<file path="config.mk">
export PLATFORM = sky130hd
export DESIGN_NAME = topk_popcount_select_top_flat
export DESIGN_NICKNAME = d
export VERILOG_FILES = /design/src/hw/rtl/tkps_pkg.sv /design/src/hw/rtl/tkps_req_if.sv /design/src/hw/rtl/tkps_rsp_if.sv /design/src/hw/rtl/topk_popcount_select_top.sv /design/src/hw/rtl/tkps_cell.sv /design/src/flat_wrapper.sv
export SDC_FILE = /design/constraint.sdc
export NUM_CORES = 2
export LEC_CHECK = 0
export ABC_AREA = 0
export BUFFER_PORTS_ARGS = -buffer_cell sky130_fd_sc_hd__buf_2
export CORE_MARGIN = 4
export CORE_UTILIZATION = 62
export CTS_CLUSTER_SIZE = 24
export DETAILED_ROUTE_END_ITERATION = 10
export GPL_TIMING_DRIVEN = 1
export PLACE_DENSITY = 0.9
export REMOVE_ABC_BUFFERS = 1
export SLEW_MARGIN = 5
export SYNTH_ARGS = -nofsm -noshare
export SYNTH_HDL_FRONTEND = slang
export SYNTH_SLANG_ARGS = --single-unit
</file>
<file path="constraint.sdc">
create_clock -name clock -period 15.1 [get_ports clock]
set_input_delay 2.265 -clock clock [delete_from_list [all_inputs] [get_ports clock]]
set_output_delay 2.265 -clock clock [all_outputs]
set_load 0.05 [all_outputs]
</file>
<file path="src/hw/rtl/tkps_pkg.sv">
package tkps_pkg;

   localparam int DEPTH_DEF = 16;
   localparam int VAL_W     = 32;
   localparam int PC_W      = 6;
   localparam int KEEP_W    = 5;

   localparam logic [KEEP_W-1:0] KEEP_RST = 5'd16;

   // word kinds on the request channel
   localparam logic KIND_DATA = 1'b0;
   localparam logic KIND_END  = 1'b1;

   typedef enum logic [1:0] {
      CELL_HOLD,
      CELL_INSERT,
      CELL_DRAIN
   } cell_op_type;

   // broadcast to every cell of the row
   typedef struct packed {
      cell_op_type            op;
      logic [VAL_W-1:0]       new_value;
      logic [PC_W-1:0]        new_pc;
   } cell_ctl_type;

   function automatic logic [PC_W-1:0] ones_count(input logic [VAL_W-1:0] v);
      logic [PC_W-1:0] c;
      c = '0;
      for (int i = 0; i < VAL_W; i++) begin
         c = c + PC_W'(v[i]);
      end
      return c;
   endfunction

endpackage

</file>
<file path="src/hw/rtl/tkps_req_if.sv">
interface tkps_req_if;
   logic                                valid;
   logic                                ready;
   logic                                kind;
   logic signed [tkps_pkg::VAL_W-1:0]   value;

   modport source (output valid, output kind, output value, input ready);
   modport sink   (input valid, input kind, input value, output ready);
endinterface

</file>
<file path="src/hw/rtl/tkps_rsp_if.sv">
interface tkps_rsp_if;
   logic                                valid;
   logic                                ready;
   logic signed [tkps_pkg::VAL_W-1:0]   value_res;
   logic                                is_last;

   modport source (output valid, output value_res, output is_last, input ready);
   modport sink   (input valid, input value_res, input is_last, output ready);
endinterface

</file>
<file path="src/hw/rtl/topk_popcount_select_top.sv">
// channel   dir  handshake      word contents
// req_chan  in   valid/ready    kind (0 data, 1 end), value (s32)
// rsp_chan  out  valid/ready    value_res (s32), is_last
// csr       in   csr_wr_en      csr_wr_data = keep_count (5 bits)
//
// A data word is taken while idle: every cell compares the newcomer in parallel
// and the row shifts right by one below the insertion point.
// An end word sends k words, k = min(keep_count, DEPTH): zeros for the unfilled slots
// first, then the row drains one entry a cycle into the output register; req ready is low.
// Reset (synchronous, active high) empties the row and sets keep_count 16.
// Output stalls hold the drain; a last word may wait while data words are taken.
module topk_popcount_select_top #(
   parameter int DEPTH = tkps_pkg::DEPTH_DEF
) (
   input  logic                          clock,
   input  logic                          reset,
   tkps_req_if.sink                      req_chan,
   tkps_rsp_if.source                    rsp_chan,
   input  logic                          csr_wr_en,
   input  logic [tkps_pkg::KEEP_W-1:0]   csr_wr_data
);
   import tkps_pkg::*;

   localparam int CW = $clog2(DEPTH + 1);          // count width, holds DEPTH
   localparam int IW = (DEPTH > 1) ? $clog2(DEPTH) : 1;

   typedef enum logic {
      ST_IDLE,
      ST_EMIT
   } state_type;

   state_type               state_ff, state_in;
   logic [KEEP_W-1:0]       keep_ff, keep_in;
   logic [CW-1:0]           count_ff, count_in;     // entries held
   logic [CW-1:0]           zeros_ff, zeros_in;     // leading zero words to send
   logic [CW-1:0]           held_ff, held_in;       // held words still to send
   logic                    rsp_valid_ff, rsp_valid_in;
   logic signed [VAL_W-1:0] rsp_value_ff, rsp_value_in;
   logic                    rsp_last_ff, rsp_last_in;

   logic [CW-1:0]           k_w, held_w, limit_w;
   logic [CW:0]             total_left_w;
   logic                    req_acc_w, worst_above_w, insert_w, load_w, drain_w;
   cell_ctl_type            cell_ctl;
   logic [DEPTH-1:0]        above_vec;
   logic signed [VAL_W-1:0] cell_value [DEPTH];
   logic [PC_W-1:0]         cell_pc [DEPTH];

   // effective k: keep_count saturated to the row length
   assign k_w = (32'(keep_ff) > 32'(DEPTH)) ? CW'(DEPTH) : CW'(keep_ff);
   assign held_w = (count_ff < k_w) ? count_ff : k_w;

   assign req_chan.ready = (state_ff == ST_IDLE);
   assign req_acc_w      = req_chan.valid && req_chan.ready;

   // row full: newcomer may only displace the worst held entry
   assign worst_above_w = (count_ff != '0) && above_vec[IW'(count_ff - CW'(1))];
   assign insert_w = req_acc_w && (req_chan.kind == KIND_DATA)
                     && ((count_ff < k_w) || worst_above_w);
   // last cell taking part in the insertion
   assign limit_w = (count_ff < k_w) ? count_ff : count_ff - CW'(1);

   assign load_w       = (state_ff == ST_EMIT) && (!rsp_valid_ff || rsp_chan.ready);
   assign drain_w      = load_w && (zeros_ff == '0);
   assign total_left_w = {1'b0, zeros_ff} + {1'b0, held_ff};

   always_comb begin
      cell_ctl.new_value = req_chan.value;
      cell_ctl.new_pc    = ones_count(req_chan.value);
      if (insert_w) begin
         cell_ctl.op = CELL_INSERT;
      end else if (drain_w) begin
         cell_ctl.op = CELL_DRAIN;
      end else begin
         cell_ctl.op = CELL_HOLD;
      end
   end

   // sorted row, best entry in cell 0
   for (genvar i = 0; i < DEPTH; i++) begin : g_cell
      logic                    left_above;
      logic signed [VAL_W-1:0] left_value, right_value;
      logic [PC_W-1:0]         left_pc, right_pc;

      if (i == 0) begin : g_head
         assign left_above = 1'b0;
         assign left_value = '0;
         assign left_pc    = '0;
      end else begin : g_body
         assign left_above = above_vec[i-1];
         assign left_value = cell_value[i-1];
         assign left_pc    = cell_pc[i-1];
      end

      if (i == DEPTH - 1) begin : g_tail
         assign right_value = '0;
         assign right_pc    = '0;
      end else begin : g_next
         assign right_value = cell_value[i+1];
         assign right_pc    = cell_pc[i+1];
      end

      tkps_cell u_cell (
         .clock       (clock),
         .ctl         (cell_ctl),
         .occupied    (CW'(i) < count_ff),
         .in_range    (CW'(i) <= limit_w),
         .left_above  (left_above),
         .left_value  (left_value),
         .left_pc     (left_pc),
         .right_value (right_value),
         .right_pc    (right_pc),
         .value       (cell_value[i]),
         .pc          (cell_pc[i]),
         .above       (above_vec[i])
      );
   end

   always_comb begin
      state_in     = state_ff;
      keep_in      = csr_wr_en ? csr_wr_data : keep_ff;
      count_in     = count_ff;
      zeros_in     = zeros_ff;
      held_in      = held_ff;
      rsp_valid_in = rsp_valid_ff && !rsp_chan.ready;
      rsp_value_in = rsp_value_ff;
      rsp_last_in  = rsp_last_ff;
      case (state_ff)
         ST_IDLE: begin
            if (req_acc_w) begin
               if (req_chan.kind == KIND_END) begin
                  if (k_w == '0) begin
                     count_in = '0;                // nothing to send, just clear
                  end else begin
                     zeros_in = k_w - held_w;
                     held_in  = held_w;
                     state_in = ST_EMIT;
                  end
               end else if (insert_w && (count_ff < k_w)) begin
                  count_in = count_ff + CW'(1);
               end
            end
         end
         ST_EMIT: begin
            if (load_w) begin
               rsp_valid_in = 1'b1;
               rsp_last_in  = (total_left_w == (CW+1)'(1));
               if (zeros_ff != '0) begin
                  rsp_value_in = '0;
                  zeros_in     = zeros_ff - CW'(1);
               end else begin
                  rsp_value_in = cell_value[0];
                  held_in      = held_ff - CW'(1);
               end
               if (total_left_w == (CW+1)'(1)) begin
                  state_in = ST_IDLE;
                  count_in = '0;
               end
            end
         end
         default: state_in = ST_IDLE;
      endcase
   end

   always_ff @(posedge clock) begin
      if (reset) begin
         state_ff     <= ST_IDLE;
         keep_ff      <= KEEP_RST;
         count_ff     <= '0;
         zeros_ff     <= '0;
         held_ff      <= '0;
         rsp_valid_ff <= 1'b0;
         rsp_last_ff  <= 1'b0;
      end else begin
         state_ff     <= state_in;
         keep_ff      <= keep_in;
         count_ff     <= count_in;
         zeros_ff     <= zeros_in;
         held_ff      <= held_in;
         rsp_valid_ff <= rsp_valid_in;
         rsp_last_ff  <= rsp_last_in;
      end
      rsp_value_ff <= rsp_value_in;
   end

   assign rsp_chan.valid     = rsp_valid_ff;
   assign rsp_chan.value_res = rsp_value_ff;
   assign rsp_chan.is_last   = rsp_last_ff;

endmodule

</file>
<file path="src/hw/rtl/tkps_cell.sv">
module tkps_cell (
   input  logic                              clock,
   input  tkps_pkg::cell_ctl_type            ctl,
   input  logic                              occupied,
   input  logic                              in_range,
   input  logic                              left_above,
   input  logic signed [tkps_pkg::VAL_W-1:0] left_value,
   input  logic [tkps_pkg::PC_W-1:0]         left_pc,
   input  logic signed [tkps_pkg::VAL_W-1:0] right_value,
   input  logic [tkps_pkg::PC_W-1:0]         right_pc,
   output logic signed [tkps_pkg::VAL_W-1:0] value,
   output logic [tkps_pkg::PC_W-1:0]         pc,
   output logic                              above
);
   import tkps_pkg::*;

   logic signed [VAL_W-1:0] value_ff, value_in;
   logic [PC_W-1:0]         pc_ff, pc_in;

   // newcomer outranks this entry; an empty slot is always outranked
   assign above = !occupied
                  || (ctl.new_pc > pc_ff)
                  || ((ctl.new_pc == pc_ff) && ($signed(ctl.new_value) > value_ff));

   always_comb begin
      value_in = value_ff;
      pc_in    = pc_ff;
      case (ctl.op)
         CELL_INSERT: begin
            if (in_range) begin
               if (left_above) begin
                  value_in = left_value;
                  pc_in    = left_pc;
               end else if (above) begin
                  value_in = $signed(ctl.new_value);
                  pc_in    = ctl.new_pc;
               end
            end
         end
         CELL_DRAIN: begin
            value_in = right_value;
            pc_in    = right_pc;
         end
         default: ;
      endcase
   end

   always_ff @(posedge clock) begin
      value_ff <= value_in;
      pc_ff    <= pc_in;
   end

   assign value = value_ff;
   assign pc    = pc_ff;

endmodule

</file>
<file path="src/flat_wrapper.sv">
// flat-port wrapper written by rule: the top's interface ports become plain ports
module topk_popcount_select_top_flat import tkps_pkg::*;
#(
   parameter int DEPTH = tkps_pkg::DEPTH_DEF
)
  (clock, reset, csr_wr_en, csr_wr_data, req_chan_valid, req_chan_kind, req_chan_value, req_chan_ready, rsp_chan_valid, rsp_chan_value_res, rsp_chan_is_last, rsp_chan_ready);
  tkps_req_if req_chan_i ();
  tkps_rsp_if rsp_chan_i ();
  input  logic clock;
  input  logic reset;
  input  logic csr_wr_en;
  input  logic [tkps_pkg::KEEP_W-1:0] csr_wr_data;
  input wire logic [$bits(req_chan_i.valid)-1:0] req_chan_valid;
  input wire logic [$bits(req_chan_i.kind)-1:0] req_chan_kind;
  input wire logic [$bits(req_chan_i.value)-1:0] req_chan_value;
  output wire logic [$bits(req_chan_i.ready)-1:0] req_chan_ready;
  output wire logic [$bits(rsp_chan_i.valid)-1:0] rsp_chan_valid;
  output wire logic [$bits(rsp_chan_i.value_res)-1:0] rsp_chan_value_res;
  output wire logic [$bits(rsp_chan_i.is_last)-1:0] rsp_chan_is_last;
  input wire logic [$bits(rsp_chan_i.ready)-1:0] rsp_chan_ready;
  assign req_chan_i.valid = req_chan_valid;
  assign req_chan_i.kind = req_chan_kind;
  assign req_chan_i.value = req_chan_value;
  assign req_chan_ready = req_chan_i.ready;
  assign rsp_chan_valid = rsp_chan_i.valid;
  assign rsp_chan_value_res = rsp_chan_i.value_res;
  assign rsp_chan_is_last = rsp_chan_i.is_last;
  assign rsp_chan_i.ready = rsp_chan_ready;
  topk_popcount_select_top #(.DEPTH(DEPTH)) u_core (.clock(clock), .reset(reset), .req_chan(req_chan_i), .rsp_chan(rsp_chan_i), .csr_wr_en(csr_wr_en), .csr_wr_data(csr_wr_data));
endmodule
</file>
# After elaboration in Yosys (flattened, before gate mapping)
# Cells that the tools add are included.
[op_classes]
n_addsub = 37
magnitude_cmp = 67
eq_ne = 60
muxes = 160
bitwise = 2
reduce_logical = 101
[ops]
columns = ["op", "count"]
rows = [
  ["two-way mux 32 bit", 47],
  ["one-hot mux 32 bit (2 select lines)", 16],
  ["> comparator 32 bit", 16],
  ["two-way mux 6 bit", 47],
  ["one-hot mux 6 bit (2 select lines)", 16],
  ["adder 6 x 1 -> 6 bit", 30],
  ["equality test 6 bit", 16],
  ["> comparator 6 bit", 16],
  ["two-way mux 5 bit", 19],
  ["inequality test 2 bit (second input constant)", 24],
  ["AND reduction 3 bit", 16],
  ["inequality test 3 bit (second input constant)", 15],
  ["less-or-equal comparator 4 x 5 -> 1 bit (first input constant)", 8],
  ["< comparator 4 x 5 -> 1 bit (first input constant)", 8],
  ["logical OR 1 bit", 34],
  ["one-hot mux 5 bit (2 select lines)", 3],
  ["logical AND 1 bit", 24],
  ["less-or-equal comparator 3 x 5 -> 1 bit (first input constant)", 4],
  ["< comparator 3 x 5 -> 1 bit (first input constant)", 4],
  ["logical NOT 1 bit", 18],
  ["AND reduction 5 bit", 3],
  ["subtractor 5 x 1 -> 5 bit (second input constant)", 3],
  ["less-or-equal comparator 1 x 5 -> 1 bit (first input constant)", 2],
  ["less-or-equal comparator 2 x 5 -> 1 bit (first input constant)", 2],
  ["22 further kinds", 36],
]
[totals]
register_bits = 663
in_bits = 43
output_inout_bits = 35
elab_cells = 467

# Longest topological paths before layout
[depth]
ltp_word = 44
depth_mapped = 33
ltp_nobuf = 30

# Cells and area by module
# Synthesis repeated with hierarchy kept, for this count alone.
[unflattened]
hier_cells = 5420
area_unflattened_um2 = 51649.5
[by_module_without_submodules]
columns = ["module", "n_inst", "cells_per_inst", "area_per_inst_um2", "seq_area_each_um2"]
rows = [
  ["tkps_cell", 16, 309, 2955.3, 1141.1],
  ["topk_popcount_select_top", 1, 476, 4364.2, 1421.4],
]

# Worst setup path before layout
# No wires, ideal clock.
[synth_timing]
kind = "input port to flip-flop"
from = "in req_chan_value[26]"
to = "reg u_core.g_cell[10].u_cell.pc_ff[0] (enable)"
setup_ns = 0.450
arrival_time_ns = 11.614
required_time_ns = 14.650
setup_slack_ns = 3.036
path_stages = 28
n_path_buf = 3
cell_sequence = "inv_1 -> clkbuf_1 -> fa_1 -> fa_1 -> inv_1 -> fa_1 -> inv_1 -> fa_1 -> fa_1 -> fa_1 -> fa_1 -> fa_1 -> o21ai_0 -> a21oi_1 -> xnor2_1 -> clkbuf_1 -> ha_1 -> and4_1 -> nand3_1 -> a21o_1 -> or3_1 -> o311a_1 -> clkbuf_1 -> nor2_1 -> a311oi_1 -> o211a_2 -> or4_1 -> a22oi_1"
[synth_via]
elab_chain_cells = 18
elab_cells_between_ends = 114
cone_classes = "add/sub (6); order compare (32); eq/ne (20); mux (3); reduce/logical (53)"
[synth_rtl]
columns = ["item", "line", "rtl"]
rows = [
  ["start, declared", "flat_wrapper.sv:15", "input wire logic [$bits(req_chan_i.value)-1:0] req_chan_value;"],
  ["adder 6 x 1 -> 6 bit (6 in a row)", "tkps_pkg.sv:31", "c = c + PC_W'(v[i]);"],
  ["> comparator 6 bit / equality test 6 bit (equally long branches)", "tkps_cell.sv:22, tkps_cell.sv:23", ""],
  ["logical OR 1 bit / logical AND 1 bit (equally long branches)", "tkps_cell.sv:22, tkps_cell.sv:23", ""],
  ["logical OR 1 bit", "tkps_cell.sv:23", "|| ((ctl.new_pc == pc_ff) && ($signed(ctl.new_value) > value_ff));"],
  ["binary-select mux 1 bit (select 4 bit)", "topk_popcount_select_top.sv:57", "assign worst_above_w = (count_ff != '0) && above_vec[IW'(count_ff - CW'(1))];"],
  ["two-way mux 1 bit (not written as such)", "topk_popcount_select_top.sv:57", ""],
  ["logical AND 1 bit", "topk_popcount_select_top.sv:57", ""],
  ["logical OR 1 bit", "topk_popcount_select_top.sv:59", "&& ((count_ff < k_w) || worst_above_w);"],
  ["logical AND 1 bit", "topk_popcount_select_top.sv:59", ""],
  ["two-way mux 2 bit", "topk_popcount_select_top.sv:70", "if (insert_w) begin"],
  ["equality test 2 x 1 -> 1 bit / equality test 2 bit (equally long branches)", "tkps_cell.sv:28", "case (ctl.op)"],
  ["inequality test 3 x 2 -> 1 bit (no source line) (tied with other cells)", "-", ""],
  ["AND reduction 3 bit (no source line) *", "-", ""],
  ["end signal, assigned", "tkps_cell.sv:50", "pc_ff <= pc_in;"],
  ["end, declared", "tkps_cell.sv:18", "logic [PC_W-1:0] pc_ff, pc_in;"],
]
# Mark *: on every way between the ends. The rest lies on a longest branch, timed or not. The select of a mux whose other input is x is not followed.
# A chain may end at the register's enable or synchronous reset.

# Worst setup path after layout
[layout_timing]
from = "in req_chan_value[24]"
to = "reg u_core.g_cell[1].u_cell.value_ff[17] (enable)"
[layout_via]
elab_chain_cells = 20
elab_cells_between_ends = 116
cone_classes = "add/sub (8); order compare (32); eq/ne (20); mux (3); reduce/logical (53)"
[layout_rtl]
columns = ["item", "line", "rtl"]
rows = [
  ["adder 6 x 1 -> 6 bit (8 in a row)", "tkps_pkg.sv:31", ""],
  ["> comparator 6 bit / equality test 6 bit (equally long branches)", "tkps_cell.sv:22, tkps_cell.sv:23", ""],
  ["logical OR 1 bit / logical AND 1 bit (equally long branches)", "tkps_cell.sv:22, tkps_cell.sv:23", ""],
  ["logical OR 1 bit", "tkps_cell.sv:23", ""],
  ["binary-select mux 1 bit (select 4 bit)", "topk_popcount_select_top.sv:57", ""],
  ["two-way mux 1 bit (not written as such)", "topk_popcount_select_top.sv:57", ""],
  ["logical AND 1 bit", "topk_popcount_select_top.sv:57", ""],
  ["logical OR 1 bit", "topk_popcount_select_top.sv:59", ""],
  ["logical AND 1 bit", "topk_popcount_select_top.sv:59", ""],
  ["two-way mux 2 bit", "topk_popcount_select_top.sv:70", ""],
  ["equality test 2 x 1 -> 1 bit / equality test 2 bit (equally long branches)", "tkps_cell.sv:28", ""],
  ["inequality test 3 bit (no source line) (tied with other cells)", "-", ""],
  ["AND reduction 3 bit (no source line) *", "-", ""],
  ["end signal, assigned", "tkps_cell.sv:49", "value_ff <= value_in;"],
  ["end, declared", "tkps_cell.sv:17", "logic signed [VAL_W-1:0] value_ff, value_in;"],
]
# Marked as above.

==> implementation parameters <==
Parameter                              Value

Clock tree
  Clock Sinks    663
  Clk_lat worst skew    660 ps
  Number of hold buffers added after cts    0
  Quantity of gates resized following cts    0
  CTS tree    yes
  Cts bufs inserted    76
  Clock root buffer    clkbuf_16
  Worst-case clock buffer depth    3
  Clock slew at the register clock pins of the worst setup and hold paths    60 ps
  Maximum level of the CTS H-tree    3
  Number of buffers inserted by post-CTS setup repair    0

Outcome
  Status    finished clean

Yosys
  Netlist area before placement    49,540 sq um
  Mux contribution to synthesized area    4.142%
  Basic-gate share of the synthesized area counting and, or, nand and nor cells    13.97%
  Most frequent cell after synthesis    nand2_1
  Arithmetic-cell share of the synthesized area counting full adders, half adders and majority gates    17.06%
  Post-synthesis cell type with the largest combined area    edfxtp_1
  Main combinational cell family by area after synthesis    compound AO/OA/AOI/OAI gates
  Total of flip-flops plus latches after synthesis    663
  Mean area per synthesized cell    8.746 sq um
  EDFF count, synth    640
  Proportion of netlist area held by the largest area contributor    38.79%
  Synth unique cells    77
  Leading cell types by count after synthesis    nand2_1, inv_1, edfxtp_1, ha_1, a21oi_1
  Primary flip-flop cell chosen by synthesis mapping    edfxtp_1
  Number of warnings issued by yosys    0
  Top cells by area in the synthesized netlist    edfxtp_1, ha_1, a21oi_1
  Cells after synthesis    5,664
  Synth Area in XOR/XNOR    0.4243%
  Share of synthesized flip-flops with an asynchronous set or reset    0%
  Share of the synthesized area in compound gates (AO/OA/AOI/OAI)    17.13%
  Register area share after synthesis    39.72%

Worst setup path
  Worst Setup Path Type    in -> reg
  Worst EP required    15,370 ps
  Critical Path End Type    flip-flop
  Slack of the worst reg-to-reg path    8940 ps
  Crit path DAT    12,410 ps
  Startpoint types    primary input
  Critical R2R Capture    u_core.g_cell[1].u_cell.value[17]$_DFFE_PP_
  Critical-path maximum fanout    38
  Launch instance of the worst register-to-register path    u_core.g_cell[6].u_cell.value[31]$_DFFE_PP_
  R2R cell count    13

Worst hold path
  Capture endpoint of the worst hold path    u_core.rsp_chan.is_last$_SDFFE_PP0P_
  Hold Crit Start    u_core.rsp_chan.is_last$_SDFFE_PP0P_
  Class of the worst hold path    reg -> reg
  Cell depth of the worst hold path    2

Power
  Reported leakage power    0.02326 uW
  Design Power    9482 uW
  Worst IR Drop VDD    0.0002920 V
  Cell area power density    177.5 nW/um^2

Timing
  Clk_skew    44.11 ps
  Count of final max-slew check failures    0
  Unrepaired setup endpoints after global routing    false
  Worst Tran Pin Value    1321 ps
  Max-slew headroom at the worst pin    10.71%
  # setup viols final    0
  Fin Setup TNS    0 ps
  Fraction of the cycle the final worst path needs    80.41%
  Max Clk Rate    82.36 MHz
  Post-layout min period    12,140 ps
  Total count of hold-check failures in the final report    0

Run
  MaxCap Viol Count    0

Global route
  Initial antenna violation count    1
  Number of global-route vias before repair    42,510
  Overflow left after global routing    0
  Pin count of the biggest net entering global routing    221
  First-pass GRT wire length    236,100 um
  Global-route total usage across every layer    34.87%

Die
  Area enclosed by the die boundary    84,490 sq um
  Width of the chip    290.7 um
  Row cnt    103
  IO Count    78
  Initial Utilization    62.61%
  Core Area    79,130 sq um
  Die Span Y    290.7 um

Route
  DRC errors left    0
  Number of iterations in the first detailed-routing pass    7
  Routed vias    44,470
  Wire length per cell    22.95 um
  Via-per-instance ratio    6.634
  Count of antenna-violating nets left after detailed routing    0
  Sum of routed wire length over all layers    153,800 um
  1st-iter DRT viols    6,871

Finish
  Proportion of layout cells with a drive suffix above 1    5.485%
  # nets final    6,301
  Layout Area Growth over Synthesis    7.819%

Place
  HPWL after detailed placement    107,900 um
  Final RePlAce weighted congestion    1.014
  IO buf count    77
[through the flow]
stage / cell area [sq um] / hold WS, ps / setup slack, ps / utilization, % / std cells
final: 53410 / 508.6 / 2959 / 67.50 / 6703
after global routing: 53410 / 545.7 / 2701 / 67.50 / 6703
after CTS: 53410 / 503.3 / 3213 / 67.50 / 6702
after detailed placement: 51020 / 490.3 / 2563 / 64.48 / 6570
after global placement: 51020 / 478.7 / 2820 / 64.48 / 6570
after floorplan: 48390 / 472.2 / -5859 / - / 5360
[kinds of logic after synthesis]
logic type                 after synthesis
and+or+nand+nor                       1602
AOI/OAI and AO/OA                     1518
adders and majority gates              660
xor gates and xnor gates                24
buffers and inverters                  992
DFF                                    663
muxes                                  205
[metal layers]
| layer | GRT usage, % | share of wire, % | vias to the layer above |
|---|---|---|---|
| li1 | - | - | 19870 |
| met1 | 46.18 | 37 | 20490 |
| met2 | 53.17 | 43 | 3438 |
| met3 | 6.373 | 13 | 666 |
| met4 | 21.82 | 7.5 | 0 |
| met5 | 0 | 0 | - |
[critical path, cell delays in order]
cell       delay [ps]
buf_2             520
inv_1             440
fa_1              580
fa_1              520
inv_1             110
fa_1              500
inv_1              50
fa_1              500
fa_1              550
fa_1              430
fa_1              430
inv_1              80
a21oi_1            60
o21ai_0           390
a21oi_1           160
nor2b_2           530
buf_4             470
ha_1              330
nand4_1           120
nor2_1             70
a211oi_1          290
a2bb2oi_1         300
o22a_1            190
o221ai_1          130
a311oi_1          290
o211a_2           290
o31a_2            710
o22a_2           1010
[layout make-up]
class                   instances  area [sq um]
clock inverters                39         339.1
clock buffers                  93          2051
inverters                     688          2582
multi-input cells            4009         26430
repair buffers                160          1021
well taps                    1050          1314
diodes                          1         2.502
flip-flops and latches        663         19680
fillers                      5855         25710
[sequential cells by signal, summed over array words and instances (netlist names), 5 cells and up]
signal and cells:
u_core.held_ff 5, u_core.zeros_ff 5, u_core.g_cell.u_cell.value 512, u_core.count_ff 5, u_core.g_cell.u_cell.pc 96, u_core.rsp_chan.value_res 32, u_core.keep_ff 5
[worst max-delay path by stage]
| stage | cells after the start | endpoint | from | slack, ps |
|---|---|---|---|---|
| 2_1_floorplan | 5 | u_core.g_cell[10].u_cell.pc[0]$_DFFE_PP_ | rsp_chan_ready | -5860 |
| 3_3_place_gp | 25 | u_core.g_cell[1].u_cell.value[27]$_DFFE_PP_ | req_chan_value[26] | 2820 |
| 3_5_place_dp | 25 | u_core.g_cell[1].u_cell.value[27]$_DFFE_PP_ | req_chan_value[24] | 2560 |
| 4_1_cts | 25 | u_core.g_cell[1].u_cell.value[29]$_DFFE_PP_ | req_chan_value[24] | 3210 |
| 5_1_grt | 28 | u_core.g_cell[1].u_cell.value[25]$_DFFE_PP_ | req_chan_value[24] | 2700 |
| 6_report | 28 | u_core.g_cell[1].u_cell.value[17]$_DFFE_PP_ | req_chan_value[24] | 2960 |
[power breakdown]
part | switching [uW] | leakage [uW] | internal [uW]
combinational | 3190 | 0.0160 | 1780
sequential | 208 | 0.00612 | 2460
clock | 795 | 0.00116 | 1050
[layout by cell type, fill, tap and decap left out, types with 64 or more instances in the layout]
cell type    n
nand3_1     64
ha_1       634
clkbuf_16   80
nand4_1    115
o21ai_1    105
buf_2       77
edfxtp_1   640
nand2_1    701
nor2_1     523
a211oi_1    65
a21oi_1    570
buf_4       82
o21ai_0    502
inv_1      686
mux2i_1    205
Power figures use the tool's default switching activity.
